--- src/rtl/mts_pkg.sv ---
`timescale 1ns / 1ps
// Shared types, codes and constants for the memory test sequencer.
// No dependencies; compile first.
package mts_pkg;

    localparam int DATA_W     = 32;
    localparam int ADDR_W     = 20;
    localparam int WORDS_W    = ADDR_W + 1;
    localparam int ITER_W     = 16;
    localparam int CFG_DATA_W = WORDS_W;
    localparam int CFG_IDX_W  = 1;

    localparam logic [CFG_IDX_W-1:0] REG_REGION_WORDS = 1'b0;
    localparam logic [CFG_IDX_W-1:0] REG_ITER_LIMIT   = 1'b1;

    localparam logic [WORDS_W-1:0] REGION_WORDS_RST = WORDS_W'(32768);
    localparam logic [ITER_W-1:0]  ITER_LIMIT_RST   = ITER_W'(1);
    localparam logic [WORDS_W-1:0] MIN_WORDS        = WORDS_W'(2);
    localparam logic [WORDS_W-1:0] MAX_WORDS        = WORDS_W'(1) << ADDR_W;

    localparam logic [1:0] ACC_NONE  = 2'd0;
    localparam logic [1:0] ACC_WRITE = 2'd1;
    localparam logic [1:0] ACC_READ  = 2'd2;

    localparam logic [3:0] PH_IDLE     = 4'd0;
    localparam logic [3:0] PH_DATA     = 4'd1;
    localparam logic [3:0] PH_AFILL    = 4'd2;
    localparam logic [3:0] PH_AHIGH0   = 4'd3;
    localparam logic [3:0] PH_AHIGHCHK = 4'd4;
    localparam logic [3:0] PH_AHIGHEND = 4'd5;
    localparam logic [3:0] PH_ALOW     = 4'd6;
    localparam logic [3:0] PH_IFILL    = 4'd7;
    localparam logic [3:0] PH_IINV     = 4'd8;
    localparam logic [3:0] PH_IZERO    = 4'd9;
    localparam logic [3:0] PH_DONE     = 4'd10;

    localparam logic [DATA_W-1:0] PAT_A = 32'hAAAA_AAAA;
    localparam logic [DATA_W-1:0] PAT_5 = 32'h5555_5555;

    localparam logic [DATA_W-1:0] SEEDS [8] = '{
        32'h0000_0001, 32'h0000_0003, 32'h0000_0007, 32'h0000_000F,
        32'h0000_0005, 32'h0000_0015, 32'h0000_0055, 32'hAAAA_AAAA
    };

    typedef struct packed {
        logic [3:0]        phase;
        logic [2:0]        sub_step;
        logic [2:0]        seed_index;
        logic [DATA_W-1:0] walk_value;
        logic [ADDR_W-1:0] scan_offset;
        logic [ADDR_W-1:0] probe_offset;
        logic [ITER_W-1:0] passes_done;
        logic [DATA_W-1:0] errors;
        logic [DATA_W-1:0] expected_value;
        logic              read_pending;
        logic              skip_compare;
    } mts_state_t;

    typedef struct packed {
        logic [1:0]        access_kind;
        logic              to_scratch;
        logic [ADDR_W-1:0] word_offset;
        logic [DATA_W-1:0] write_data;
        logic              mismatch;
        logic [DATA_W-1:0] error_count;
        logic              done_res;
        logic              failed;
    } mts_result_t;

endpackage

--- src/rtl/mts_if.sv ---
`timescale 1ns / 1ps
// Valid/ready channel interfaces for the command and access words.
// Depends on mts_pkg.
interface mts_in_if;
    logic                      valid;
    logic                      ready;
    logic                      cmd;
    logic [mts_pkg::DATA_W-1:0] read_data;

    modport source (output valid, output cmd, output read_data, input ready);
    modport sink   (input valid, input cmd, input read_data, output ready);
endinterface

interface mts_out_if;
    logic                      valid;
    logic                      ready;
    logic [1:0]                access_kind;
    logic                      to_scratch;
    logic [mts_pkg::ADDR_W-1:0] word_offset;
    logic [mts_pkg::DATA_W-1:0] write_data;
    logic                      mismatch;
    logic [mts_pkg::DATA_W-1:0] error_count;
    logic                      done_res;
    logic                      failed;

    modport source (output valid, output access_kind, output to_scratch,
                    output word_offset, output write_data, output mismatch,
                    output error_count, output done_res, output failed,
                    input ready);
    modport sink   (input valid, input access_kind, input to_scratch,
                    input word_offset, input write_data, input mismatch,
                    input error_count, input done_res, input failed,
                    output ready);
endinterface

--- src/rtl/mts_cfg.sv ---
`timescale 1ns / 1ps
// Configuration registers and clamped region size.
// Depends on mts_pkg.
module mts_cfg (
    input  logic                              clk,
    input  logic                              rst_n,
    input  logic                              cfg_we,
    input  logic [mts_pkg::CFG_IDX_W-1:0]     cfg_index,
    input  logic [mts_pkg::CFG_DATA_W-1:0]    cfg_data,
    output logic [mts_pkg::WORDS_W-1:0]       eff_words,
    output logic [mts_pkg::ITER_W-1:0]        iter_limit
);
    import mts_pkg::*;

    logic [WORDS_W-1:0] region_words_reg;
    logic [ITER_W-1:0]  iter_limit_reg;

    always_ff @(posedge clk or negedge rst_n)
    begin
        if (!rst_n)
        begin
            region_words_reg <= REGION_WORDS_RST;
            iter_limit_reg   <= ITER_LIMIT_RST;
        end
        else if (cfg_we)
        begin
            case (cfg_index)
                REG_REGION_WORDS: region_words_reg <= cfg_data[WORDS_W-1:0];
                REG_ITER_LIMIT:   iter_limit_reg   <= cfg_data[ITER_W-1:0];
                default:          ;
            endcase
        end
    end

    always_comb
    begin
        if (region_words_reg < MIN_WORDS)
            eff_words = MIN_WORDS;
        else if (region_words_reg > MAX_WORDS)
            eff_words = MAX_WORDS;
        else
            eff_words = region_words_reg;
    end

    assign iter_limit = iter_limit_reg;

endmodule

--- src/rtl/mts_step.sv ---
`timescale 1ns / 1ps
// Next-state and access logic for one command word.
// Depends on mts_pkg.
module mts_step (
    input  mts_pkg::mts_state_t               state,
    input  logic                              cmd,
    input  logic [mts_pkg::DATA_W-1:0]        read_data,
    input  logic [mts_pkg::WORDS_W-1:0]       eff_words,
    input  logic [mts_pkg::ITER_W-1:0]        iter_limit,
    output mts_pkg::mts_state_t               state_next,
    output mts_pkg::mts_result_t              result
);
    import mts_pkg::*;

    mts_state_t         s1;
    logic [DATA_W-1:0]  v;
    logic [DATA_W-1:0]  walk_sh;
    logic [DATA_W-1:0]  inc_val;
    logic [WORDS_W-1:0] scan_sh;
    logic [WORDS_W-1:0] scan_inc;
    logic [WORDS_W-1:0] probe_sh;
    logic               rd;
    logic               skip;
    logic               is_inv;

    always_comb
    begin
        state_next = state;
        s1         = state;
        result     = '0;
        rd         = 1'b0;
        skip       = 1'b0;
        v          = '0;
        walk_sh    = '0;
        inc_val    = '0;
        scan_sh    = '0;
        scan_inc   = '0;
        probe_sh   = '0;
        is_inv     = 1'b0;

        if (!cmd)
        begin
            state_next = '0;
        end
        else
        begin
            if (state.read_pending)
            begin
                if (!state.skip_compare && read_data != state.expected_value)
                begin
                    result.mismatch = 1'b1;
                    if (state.errors != '1)
                        state_next.errors = state.errors + 1'b1;
                end
                state_next.read_pending = 1'b0;
            end

            if (state.phase == PH_IDLE)
            begin
                if (iter_limit != '0 && state.passes_done >= iter_limit)
                    state_next.phase = PH_DONE;
                else
                begin
                    state_next.passes_done = state.passes_done + 1'b1;
                    state_next.phase       = PH_DATA;
                    state_next.sub_step    = '0;
                    state_next.seed_index  = '0;
                    state_next.walk_value  = SEEDS[0];
                end
            end

            s1       = state_next;
            v        = s1.walk_value;
            walk_sh  = {v[DATA_W-2:0], 1'b0};
            scan_sh  = {s1.scan_offset, 1'b0};
            scan_inc = {1'b0, s1.scan_offset} + 1'b1;
            probe_sh = {s1.probe_offset, 1'b0};
            inc_val  = DATA_W'(scan_inc);
            is_inv   = (s1.phase == PH_IINV);

            case (s1.phase)
                PH_DATA:
                begin
                    case (s1.sub_step)
                        3'd0:
                        begin
                            result.access_kind = ACC_WRITE;
                            result.write_data  = v;
                        end
                        3'd1:
                        begin
                            result.access_kind = ACC_WRITE;
                            result.to_scratch  = 1'b1;
                            result.write_data  = ~v;
                        end
                        3'd2:
                        begin
                            result.access_kind        = ACC_READ;
                            rd                        = 1'b1;
                            state_next.expected_value = v;
                        end
                        3'd3:
                        begin
                            result.access_kind = ACC_WRITE;
                            result.write_data  = ~v;
                        end
                        3'd4:
                        begin
                            result.access_kind = ACC_WRITE;
                            result.to_scratch  = 1'b1;
                            result.write_data  = v;
                        end
                        default:
                        begin
                            result.access_kind        = ACC_READ;
                            rd                        = 1'b1;
                            state_next.expected_value = ~v;
                        end
                    endcase
                    if (s1.sub_step < 3'd5)
                        state_next.sub_step = s1.sub_step + 1'b1;
                    else
                    begin
                        state_next.sub_step   = '0;
                        state_next.walk_value = walk_sh;
                        if (walk_sh == '0)
                        begin
                            if (s1.seed_index == 3'd7)
                            begin
                                state_next.phase       = PH_AFILL;
                                state_next.scan_offset = ADDR_W'(1);
                            end
                            else
                            begin
                                state_next.seed_index = s1.seed_index + 1'b1;
                                state_next.walk_value = SEEDS[s1.seed_index + 1'b1];
                            end
                        end
                    end
                end
                PH_AFILL:
                begin
                    result.access_kind     = ACC_WRITE;
                    result.word_offset     = s1.scan_offset;
                    result.write_data      = PAT_A;
                    state_next.scan_offset = scan_sh[ADDR_W-1:0];
                    if (scan_sh >= eff_words)
                        state_next.phase = PH_AHIGH0;
                end
                PH_AHIGH0:
                begin
                    result.access_kind     = ACC_WRITE;
                    result.write_data      = PAT_5;
                    state_next.phase       = PH_AHIGHCHK;
                    state_next.scan_offset = ADDR_W'(1);
                end
                PH_AHIGHCHK:
                begin
                    result.access_kind        = ACC_READ;
                    rd                        = 1'b1;
                    result.word_offset        = s1.scan_offset;
                    state_next.expected_value = PAT_A;
                    state_next.scan_offset    = scan_sh[ADDR_W-1:0];
                    if (scan_sh >= eff_words)
                        state_next.phase = PH_AHIGHEND;
                end
                PH_AHIGHEND:
                begin
                    result.access_kind      = ACC_WRITE;
                    result.write_data       = PAT_A;
                    state_next.phase        = PH_ALOW;
                    state_next.sub_step     = '0;
                    state_next.probe_offset = ADDR_W'(1);
                end
                PH_ALOW:
                begin
                    if (s1.sub_step == 3'd0)
                    begin
                        result.access_kind     = ACC_WRITE;
                        result.word_offset     = s1.probe_offset;
                        result.write_data      = PAT_5;
                        state_next.sub_step    = 3'd1;
                        state_next.scan_offset = ADDR_W'(1);
                    end
                    else if (s1.sub_step == 3'd1)
                    begin
                        result.access_kind        = ACC_READ;
                        rd                        = 1'b1;
                        result.word_offset        = s1.scan_offset;
                        state_next.expected_value = PAT_A;
                        skip                      = (s1.scan_offset == s1.probe_offset);
                        state_next.scan_offset    = scan_sh[ADDR_W-1:0];
                        if (scan_sh >= eff_words)
                            state_next.sub_step = 3'd2;
                    end
                    else
                    begin
                        result.access_kind      = ACC_WRITE;
                        result.word_offset      = s1.probe_offset;
                        result.write_data       = PAT_A;
                        state_next.sub_step     = '0;
                        state_next.probe_offset = probe_sh[ADDR_W-1:0];
                        if (probe_sh >= eff_words)
                        begin
                            state_next.phase       = PH_IFILL;
                            state_next.scan_offset = '0;
                        end
                    end
                end
                PH_IFILL:
                begin
                    result.access_kind     = ACC_WRITE;
                    result.word_offset     = s1.scan_offset;
                    result.write_data      = inc_val;
                    state_next.scan_offset = scan_inc[ADDR_W-1:0];
                    if (scan_inc >= eff_words)
                    begin
                        state_next.phase       = PH_IINV;
                        state_next.scan_offset = '0;
                        state_next.sub_step    = '0;
                    end
                end
                PH_IINV, PH_IZERO:
                begin
                    result.word_offset = s1.scan_offset;
                    if (s1.sub_step == 3'd0)
                    begin
                        result.access_kind        = ACC_READ;
                        rd                        = 1'b1;
                        state_next.expected_value = is_inv ? inc_val : ~inc_val;
                        state_next.sub_step       = 3'd1;
                    end
                    else
                    begin
                        result.access_kind     = ACC_WRITE;
                        result.write_data      = is_inv ? ~inc_val : '0;
                        state_next.sub_step    = '0;
                        state_next.scan_offset = scan_inc[ADDR_W-1:0];
                        if (scan_inc >= eff_words)
                        begin
                            state_next.scan_offset = '0;
                            state_next.phase       = is_inv ? PH_IZERO : PH_IDLE;
                        end
                    end
                end
                default:
                begin
                end
            endcase

            if (rd)
            begin
                state_next.read_pending = 1'b1;
                state_next.skip_compare = skip;
            end
        end

        result.error_count = state_next.errors;
        result.done_res    = (state_next.phase == PH_DONE);
        result.failed      = (state_next.phase == PH_DONE) && (state_next.errors != '0);
    end

endmodule

--- src/rtl/memory_test_sequencer.sv ---
`timescale 1ns / 1ps
// Top level of the memory test sequencer: state and output registers.
// Depends on mts_pkg, mts_if, mts_cfg and mts_step.
//
//   Channel  Dir  Handshake        Word
//   in_ch    in   valid/ready      cmd, read_data
//   out_ch   out  valid/ready      access_kind .. failed
//   cfg      in   cfg_we           cfg_index, cfg_data
//
// One command word per cycle unless out_ch stalls; access word in the cycle after acceptance.
// The whole step for a word is one combinational pass between state and output registers.
// A full output register holds while out_ch stalls; in_ch stays ready when out_ch takes the word.
// Reset restores the configuration defaults and the idle pass start; no clearing pass.
module memory_test_sequencer (
    input  logic                              clk,
    input  logic                              rst_n,
    mts_in_if.sink                            in_ch,
    mts_out_if.source                         out_ch,
    input  logic                              cfg_we,
    input  logic [mts_pkg::CFG_IDX_W-1:0]     cfg_index,
    input  logic [mts_pkg::CFG_DATA_W-1:0]    cfg_data
);
    import mts_pkg::*;

    mts_state_t         state_reg;
    mts_state_t         state_next;
    mts_result_t        result_reg;
    mts_result_t        result_next;
    logic               out_valid_reg;
    logic               accept;
    logic [WORDS_W-1:0] eff_words;
    logic [ITER_W-1:0]  iter_limit;

    mts_cfg u_cfg (
        .clk        (clk),
        .rst_n      (rst_n),
        .cfg_we     (cfg_we),
        .cfg_index  (cfg_index),
        .cfg_data   (cfg_data),
        .eff_words  (eff_words),
        .iter_limit (iter_limit)
    );

    mts_step u_step (
        .state      (state_reg),
        .cmd        (in_ch.cmd),
        .read_data  (in_ch.read_data),
        .eff_words  (eff_words),
        .iter_limit (iter_limit),
        .state_next (state_next),
        .result     (result_next)
    );

    assign in_ch.ready = !out_valid_reg || out_ch.ready;
    assign accept      = in_ch.valid && in_ch.ready;

    always_ff @(posedge clk or negedge rst_n)
    begin
        if (!rst_n)
        begin
            state_reg     <= '0;
            out_valid_reg <= 1'b0;
        end
        else if (accept)
        begin
            state_reg     <= state_next;
            out_valid_reg <= 1'b1;
        end
        else if (out_ch.ready)
        begin
            out_valid_reg <= 1'b0;
        end
    end

    always_ff @(posedge clk)
    begin
        if (accept)
            result_reg <= result_next;
    end

    assign out_ch.valid       = out_valid_reg;
    assign out_ch.access_kind = result_reg.access_kind;
    assign out_ch.to_scratch  = result_reg.to_scratch;
    assign out_ch.word_offset = result_reg.word_offset;
    assign out_ch.write_data  = result_reg.write_data;
    assign out_ch.mismatch    = result_reg.mismatch;
    assign out_ch.error_count = result_reg.error_count;
    assign out_ch.done_res    = result_reg.done_res;
    assign out_ch.failed      = result_reg.failed;

endmodule

--- src/flat_wrapper.sv ---
// flat-port wrapper written by rule: the top's interface ports become plain ports
module memory_test_sequencer_flat import mts_pkg::*;
  (clk, rst_n, cfg_we, cfg_index, cfg_data, in_ch_valid, in_ch_cmd, in_ch_read_data, in_ch_ready, out_ch_valid, out_ch_access_kind, out_ch_to_scratch, out_ch_word_offset, out_ch_write_data, out_ch_mismatch, out_ch_error_count, out_ch_done_res, out_ch_failed, out_ch_ready);
  mts_in_if in_ch_i ();
  mts_out_if out_ch_i ();
  input  logic clk;
  input  logic rst_n;
  input  logic cfg_we;
  input  logic [mts_pkg::CFG_IDX_W-1:0] cfg_index;
  input  logic [mts_pkg::CFG_DATA_W-1:0] cfg_data;
  input wire logic [$bits(in_ch_i.valid)-1:0] in_ch_valid;
  input wire logic [$bits(in_ch_i.cmd)-1:0] in_ch_cmd;
  input wire logic [$bits(in_ch_i.read_data)-1:0] in_ch_read_data;
  output wire logic [$bits(in_ch_i.ready)-1:0] in_ch_ready;
  output wire logic [$bits(out_ch_i.valid)-1:0] out_ch_valid;
  output wire logic [$bits(out_ch_i.access_kind)-1:0] out_ch_access_kind;
  output wire logic [$bits(out_ch_i.to_scratch)-1:0] out_ch_to_scratch;
  output wire logic [$bits(out_ch_i.word_offset)-1:0] out_ch_word_offset;
  output wire logic [$bits(out_ch_i.write_data)-1:0] out_ch_write_data;
  output wire logic [$bits(out_ch_i.mismatch)-1:0] out_ch_mismatch;
  output wire logic [$bits(out_ch_i.error_count)-1:0] out_ch_error_count;
  output wire logic [$bits(out_ch_i.done_res)-1:0] out_ch_done_res;
  output wire logic [$bits(out_ch_i.failed)-1:0] out_ch_failed;
  input wire logic [$bits(out_ch_i.ready)-1:0] out_ch_ready;
  assign in_ch_i.valid = in_ch_valid;
  assign in_ch_i.cmd = in_ch_cmd;
  assign in_ch_i.read_data = in_ch_read_data;
  assign in_ch_ready = in_ch_i.ready;
  assign out_ch_valid = out_ch_i.valid;
  assign out_ch_access_kind = out_ch_i.access_kind;
  assign out_ch_to_scratch = out_ch_i.to_scratch;
  assign out_ch_word_offset = out_ch_i.word_offset;
  assign out_ch_write_data = out_ch_i.write_data;
  assign out_ch_mismatch = out_ch_i.mismatch;
  assign out_ch_error_count = out_ch_i.error_count;
  assign out_ch_done_res = out_ch_i.done_res;
  assign out_ch_failed = out_ch_i.failed;
  assign out_ch_i.ready = out_ch_ready;
  memory_test_sequencer u_core (.clk(clk), .rst_n(rst_n), .in_ch(in_ch_i), .out_ch(out_ch_i), .cfg_we(cfg_we), .cfg_index(cfg_index), .cfg_data(cfg_data));
endmodule
--- config.mk ---
export PLATFORM = sky130hd
export DESIGN_NAME = memory_test_sequencer_flat
export DESIGN_NICKNAME = d
export VERILOG_FILES = /design/src/rtl/mts_pkg.sv /design/src/rtl/mts_if.sv /design/src/rtl/mts_cfg.sv /design/src/rtl/mts_step.sv /design/src/rtl/memory_test_sequencer.sv /design/src/flat_wrapper.sv
export SDC_FILE = /design/constraint.sdc
export NUM_CORES = 1
export LEC_CHECK = 0
export BUFFER_PORTS_ARGS = -buffer_cell sky130_fd_sc_hd__buf_2
export CAP_MARGIN = 10
export CORE_MARGIN = 1
export CORE_UTILIZATION = 45
export CTS_BUF_LIST = sky130_fd_sc_hd__clkbuf_8
export DETAILED_ROUTE_END_ITERATION = 10
export HOLD_SLACK_MARGIN = 0.12
export MAX_ROUTING_LAYER = met4
export PLACE_DENSITY_LB_ADDON = 0.15
export SLEW_MARGIN = 5
export SYNTH_ARGS = -nofsm -noshare
export SYNTH_HDL_FRONTEND = slang
export SYNTH_SLANG_ARGS = --single-unit
--- constraint.sdc ---
create_clock -name clk -period 5.4 [get_ports clk]
set_input_delay 0.27 -clock clk [delete_from_list [all_inputs] [get_ports clk]]
set_output_delay 0.27 -clock clk [all_outputs]
set_load 0.01 [all_outputs]
==> results <==
- The flow ran to the end, and the final reports show no timing, DRC or antenna violations.
- Multiplexer cells account for about 3.8% of the synthesized area.
- The average size of a mapped cell is 9.32 um^2.
- The relative slew slack is roughly 18%.
- The sequential element share of the synthesized area is between 40% and 50%.
- Setup violations remaining at the end of the flow were counted as 0.
- The clock passes through at most 3 buffers.
- From bottom edge to top edge, the die measures just over 200 um.
- The total buffers and inverters traversed by the critical path is 1.
- After layout, the minimum clock period comes to 5090 ps.
- The region available for standard cell placement spans roughly 40000 um^2.
- The slowest stage of the critical path is the sky130_fd_sc_hd__dfrtp_1 cell.
- The area share of the largest cell type after synthesis is around 28%.
- The worst setup path is captured at a register.
- The simple logic cell fraction of the synthesized area is around a fifth.
- The number of buffers created by CTS is 52.
- The register with the most flip-flops in the layout has roughly 160 of them.
- Leaving out fill and tap cells, the most frequent cells in the layout are sky130_fd_sc_hd__nand2_1 (308), sky130_fd_sc_hd__dfrtp_1 (200), sky130_fd_sc_hd__buf_2 (150).
- The effective utilization at floorplan is a little under half.
- The share of total power dissipated in combinational logic is about 22%.
- TritonCTS built the clock tree.
- The worst path uses between 90% and 100% of the clock period.
- Internal power comes to 4.18 mW.
- After clock tree synthesis, the clock-pin slew on the worst setup and hold paths is roughly 60 ps.
- The top cell family by delay on the critical path is simple AND/OR/NAND/NOR gates.
- Counting every net in the synthesized netlist gives between 2000 and 2500.
- The floorplan has between 70 and 80 rows.
- The data arrival at the endpoint of the critical path is roughly 5500 ps.
- The first global-routing pass estimated between 80000 and 90000 um of wire.
- After filler insertion, the fill cell instance count of the layout stands at around 3800.
- The number of hold-slack violations in the final timing report is 0.
- The maximum VDD drop is between 0.15 and 0.2 mV.
- Buffers added to address setup during post-CTS repair amount to 0.
- Counting distinct cell types in the post-synthesis netlist gives 89.
- The total grt overflow is 0.
- Based on the critical path, the design can be clocked at up to slightly below 200 MHz.
- The number of ports placed on the die boundary is around 150.
- The highest fanout seen on the critical path is 14.
- Setup repair after global routing left no endpoint under its margin.
- The number of global-route vias before repair is around 15000.
- The setup TNS is 0 ps.
- The number of nets in the final layout is roughly 2300.
- Clock latency on the worst-skew pair, taken at its later pin, is 640 ps.
- The number of instances on the worst hold path is 4.
- At the end of routability-driven placement, the weighted congestion stood at roughly 0.93.
- The net switching power is roughly 2.0 mW.
- The worst register-to-register path has a depth of 17.
- The proportion of power drawn by the clock network is between 30 and 40%.
- The top cell type by total area after synthesis is sky130_fd_sc_hd__dfrtp_1.
- The pre-antenna-repair detailed-routing pass consisted of 7 iterations.
- After detailed routing, the total wire length is roughly 54000 um.
- The dominant synthesized flop cell is sky130_fd_sc_hd__dfrtp_1.
- Walking the worst path, the cells encountered are ha_1 -> nand2_1 -> nor2_1 -> nand3_1 -> inv_1 -> nand3_1 -> xnor2_2 -> ha_1 -> nand4_1 -> nor2_1 -> nand2_1 -> a2111oi_0 -> or2_2 -> a21oi_1 -> o21ai_0 -> nor2_1 -> and3_1.
- The startpoint type of the worst setup path is a register.
- The synthesis warning total is 0.
- The critical path's most frequent cell is sky130_fd_sc_hd__nor2_1.
- The largest single stage delay on the critical path is between 700 and 800 ps.
- After detailed routing, the average wire length per cell comes to 20.4 um.
- The share of flip-flops with an asynchronous set or reset is ~69%.
- The number of antenna violations at the first check in global routing is 1.
- Synthesis produced between 1500 and 2000 cells.
- The max-slew violation count is 0.
- For the pin with the worst max-slew slack, the measured transition is approximately 1200 ps.
- The depth of the critical timing path with buffers and inverters included is 17.
- The tool flagged a number of max-cap violations equal to 0.
- Entering global routing, the biggest net connects a little under 100 pins.
- The worst hold path belongs to the class in2reg.
- In this run, flip-flops and latches consume between 40% and 50% of the power.
- The first routing iteration left around 1200 violations.
- The type of the worst setup path is reg2reg.
- The floorplan step set the die width to 202 um.
- Using the TritonRoute via totals, the vias-per-cell ratio works out to roughly 5.8.
- Of the cells placed in the final design, the portion with a size suffix greater than 1 is ~17%.
- Once detail routing completed, the nets flagged for antenna violations numbered 0.
- Leaving out fill and tap cells, the most frequent cell in the layout is sky130_fd_sc_hd__nand2_1.
- The via count is between 15000 and 20000.
- In this run the clock root is driven by a sky130_fd_sc_hd__clkbuf_8.
- The overall fraction of global-route tracks in use is around 27%.
- The CTS H-tree depth is 2.
- The area growth from synthesis to final layout is 13.9%.
- The placed wire-length estimate after detailed placement is approximately 39000 um.
- The clock skew after layout is 29.4 ps.
- The total power density per cell area is slightly above 300 nW/um^2.
- After Yosys synthesis, full adders, half adders and majority gates account for 7.68% of the synthesized area.
- The synthesized design contains 90 enable-type register cells.
- In the routed design, unresolved DRC markers number 0.
- The parity-gate share of the synthesized area counting xor and xnor cells is around 6.3%.
- Total power for the finished layout comes to 6.22 mW.
- The area enclosed by the die boundary is ~41000 um^2.
- The count of port buffers added during placement is between 150 and 200.
- The required time reported for the critical path endpoint is approximately 5800 ps.
- The cell area that synthesis handed to floorplanning was about 18000 um^2.
- The synthesized netlist devotes ~16% of its cell area to compound gates.
- By area, the combinational part of the netlist is dominated by simple AND/OR/NAND/NOR gates.
- The switching fraction of total power is 32.7%.
- Yosys attributes the largest share of cell area to sky130_fd_sc_hd__dfrtp_1 (28%), sky130_fd_sc_hd__edfxtp_1 (15%), sky130_fd_sc_hd__ha_1 (7.7%).
- The number of sinks driven by the clock tree is about 290.
- The cell leakage power is between 9 and 10 nW.
- After synthesis the netlist holds a flip-flop and latch count of ~290.
[through the flow]
step	worst slack, ps	hold slack, ps	utilization (%)	instances	cell area (um^2)
floorplan	965	-25.6	-	1941	18100
global placement	121	427	48.6	2528	19300
detailed placement	115	419	48.6	2528	19300
CTS	156	134	51.9	2650	20600
global route	37.3	196	52.0	2651	20600
finish	313	189	52.0	2651	20600
[cells in the mapped netlist, types with 15 or more instances]
master / instances
sky130_fd_sc_hd__buf_2: 17
sky130_fd_sc_hd__clkbuf_1: 90
sky130_fd_sc_hd__nand4_1: 34
sky130_fd_sc_hd__a22o_1: 43
sky130_fd_sc_hd__nor2_1: 135
sky130_fd_sc_hd__o21ai_0: 133
sky130_fd_sc_hd__nor4_1: 37
sky130_fd_sc_hd__xor2_1: 74
sky130_fd_sc_hd__inv_1: 61
sky130_fd_sc_hd__mux2i_1: 15
sky130_fd_sc_hd__nand2b_1: 18
sky130_fd_sc_hd__o22ai_1: 16
sky130_fd_sc_hd__nand3_1: 42
sky130_fd_sc_hd__xnor2_1: 57
sky130_fd_sc_hd__a21o_1: 20
sky130_fd_sc_hd__a22oi_1: 61
sky130_fd_sc_hd__nor3_1: 21
sky130_fd_sc_hd__edfxtp_1: 90
sky130_fd_sc_hd__nand2_1: 309
sky130_fd_sc_hd__a21oi_1: 96
sky130_fd_sc_hd__mux2_2: 47
sky130_fd_sc_hd__dfrtp_1: 200
sky130_fd_sc_hd__and3_1: 34
sky130_fd_sc_hd__ha_1: 111
[tightest hold or removal path: stages]
cell                      delay (ps)
sky130_fd_sc_hd__buf_2            90
sky130_fd_sc_hd__inv_1            50
sky130_fd_sc_hd__buf_4           190
sky130_fd_sc_hd__o21ai_0         160
[power by group through the flow]
stage,Clock [mW],Sequential [mW],Combinational [mW]
final,2.13,2.72,1.36
after global routing,2.29,2.75,1.52
after CTS,2.19,2.72,1.36
after detailed placement,0,2.76,1.34
after global placement,0,2.76,1.32
after floorplan,0,2.70,0.923
[cells by family after synthesis]
group	Yosys count
multiplexers	62
buffers and inverters	187
AO/OA/AOI/OAI	452
adder cells (fa/ha/maj)	111
AND/OR/NAND/NOR	706
XOR/XNOR	131
flip-flops	292
[worst paths after layout]
| kind | slack [ps] | endpoint | startpoint |
|---|---|---|---|
| hold reg to reg | 500 | u_core.state_reg[1]$_DFFE_PN0P_ | u_core.state_reg[1]$_DFFE_PN0P_ |
| min in group asynchronous | 300 | u_core.state_reg[98]$_DFFE_PN0P_ | rst_n |
| setup / recovery | 310 | u_core.out_ch.done_res$_DFFE_PP_ | u_core.state_reg[102]$_DFFE_PN0P_ |
| max in group asynchronous | 3840 | u_core.u_cfg.iter_limit[3]$_DFFE_PN0P_ | rst_n |
| setup reg to reg | 310 | u_core.out_ch.done_res$_DFFE_PP_ | u_core.state_reg[102]$_DFFE_PN0P_ |
| hold / removal | 190 | u_core.state_reg[67]$_DFFE_PN0P_ | in_ch_cmd |
[per-layer routing]
metal | vias up | wire [um] | global-route usage [%]
li1 | 7297 | - | -
met1 | 7471 | 25700 | 38.8
met2 | 462 | 24000 | 40.6
met3 | 109 | 2640 | 3.29
met4 | 0 | 1670 | 10.1
met5 | - | 0 | -
[cell type report]
class                      instances  area, um^2  area share (%)
antenna                            1        2.50          0.0121
inverter                          61         231            1.12
timing repair buffer             213        1290            6.28
sequential                       292        7760            37.7
tap                              525         657            3.19
clock buffer                      64         881            4.28
clock inverter                    33         204           0.990
multi-input combinational       1462        9570            46.5
[what timing repair did]
item | CTS | global route
endpoints found under the setup margin | 0 | 2
hold buffers | 25 | 0
gates resized for setup | 0 | 1
endpoints found under the hold margin | 133 | 0
No activity file was read; power rests on OpenSTA's default activity.
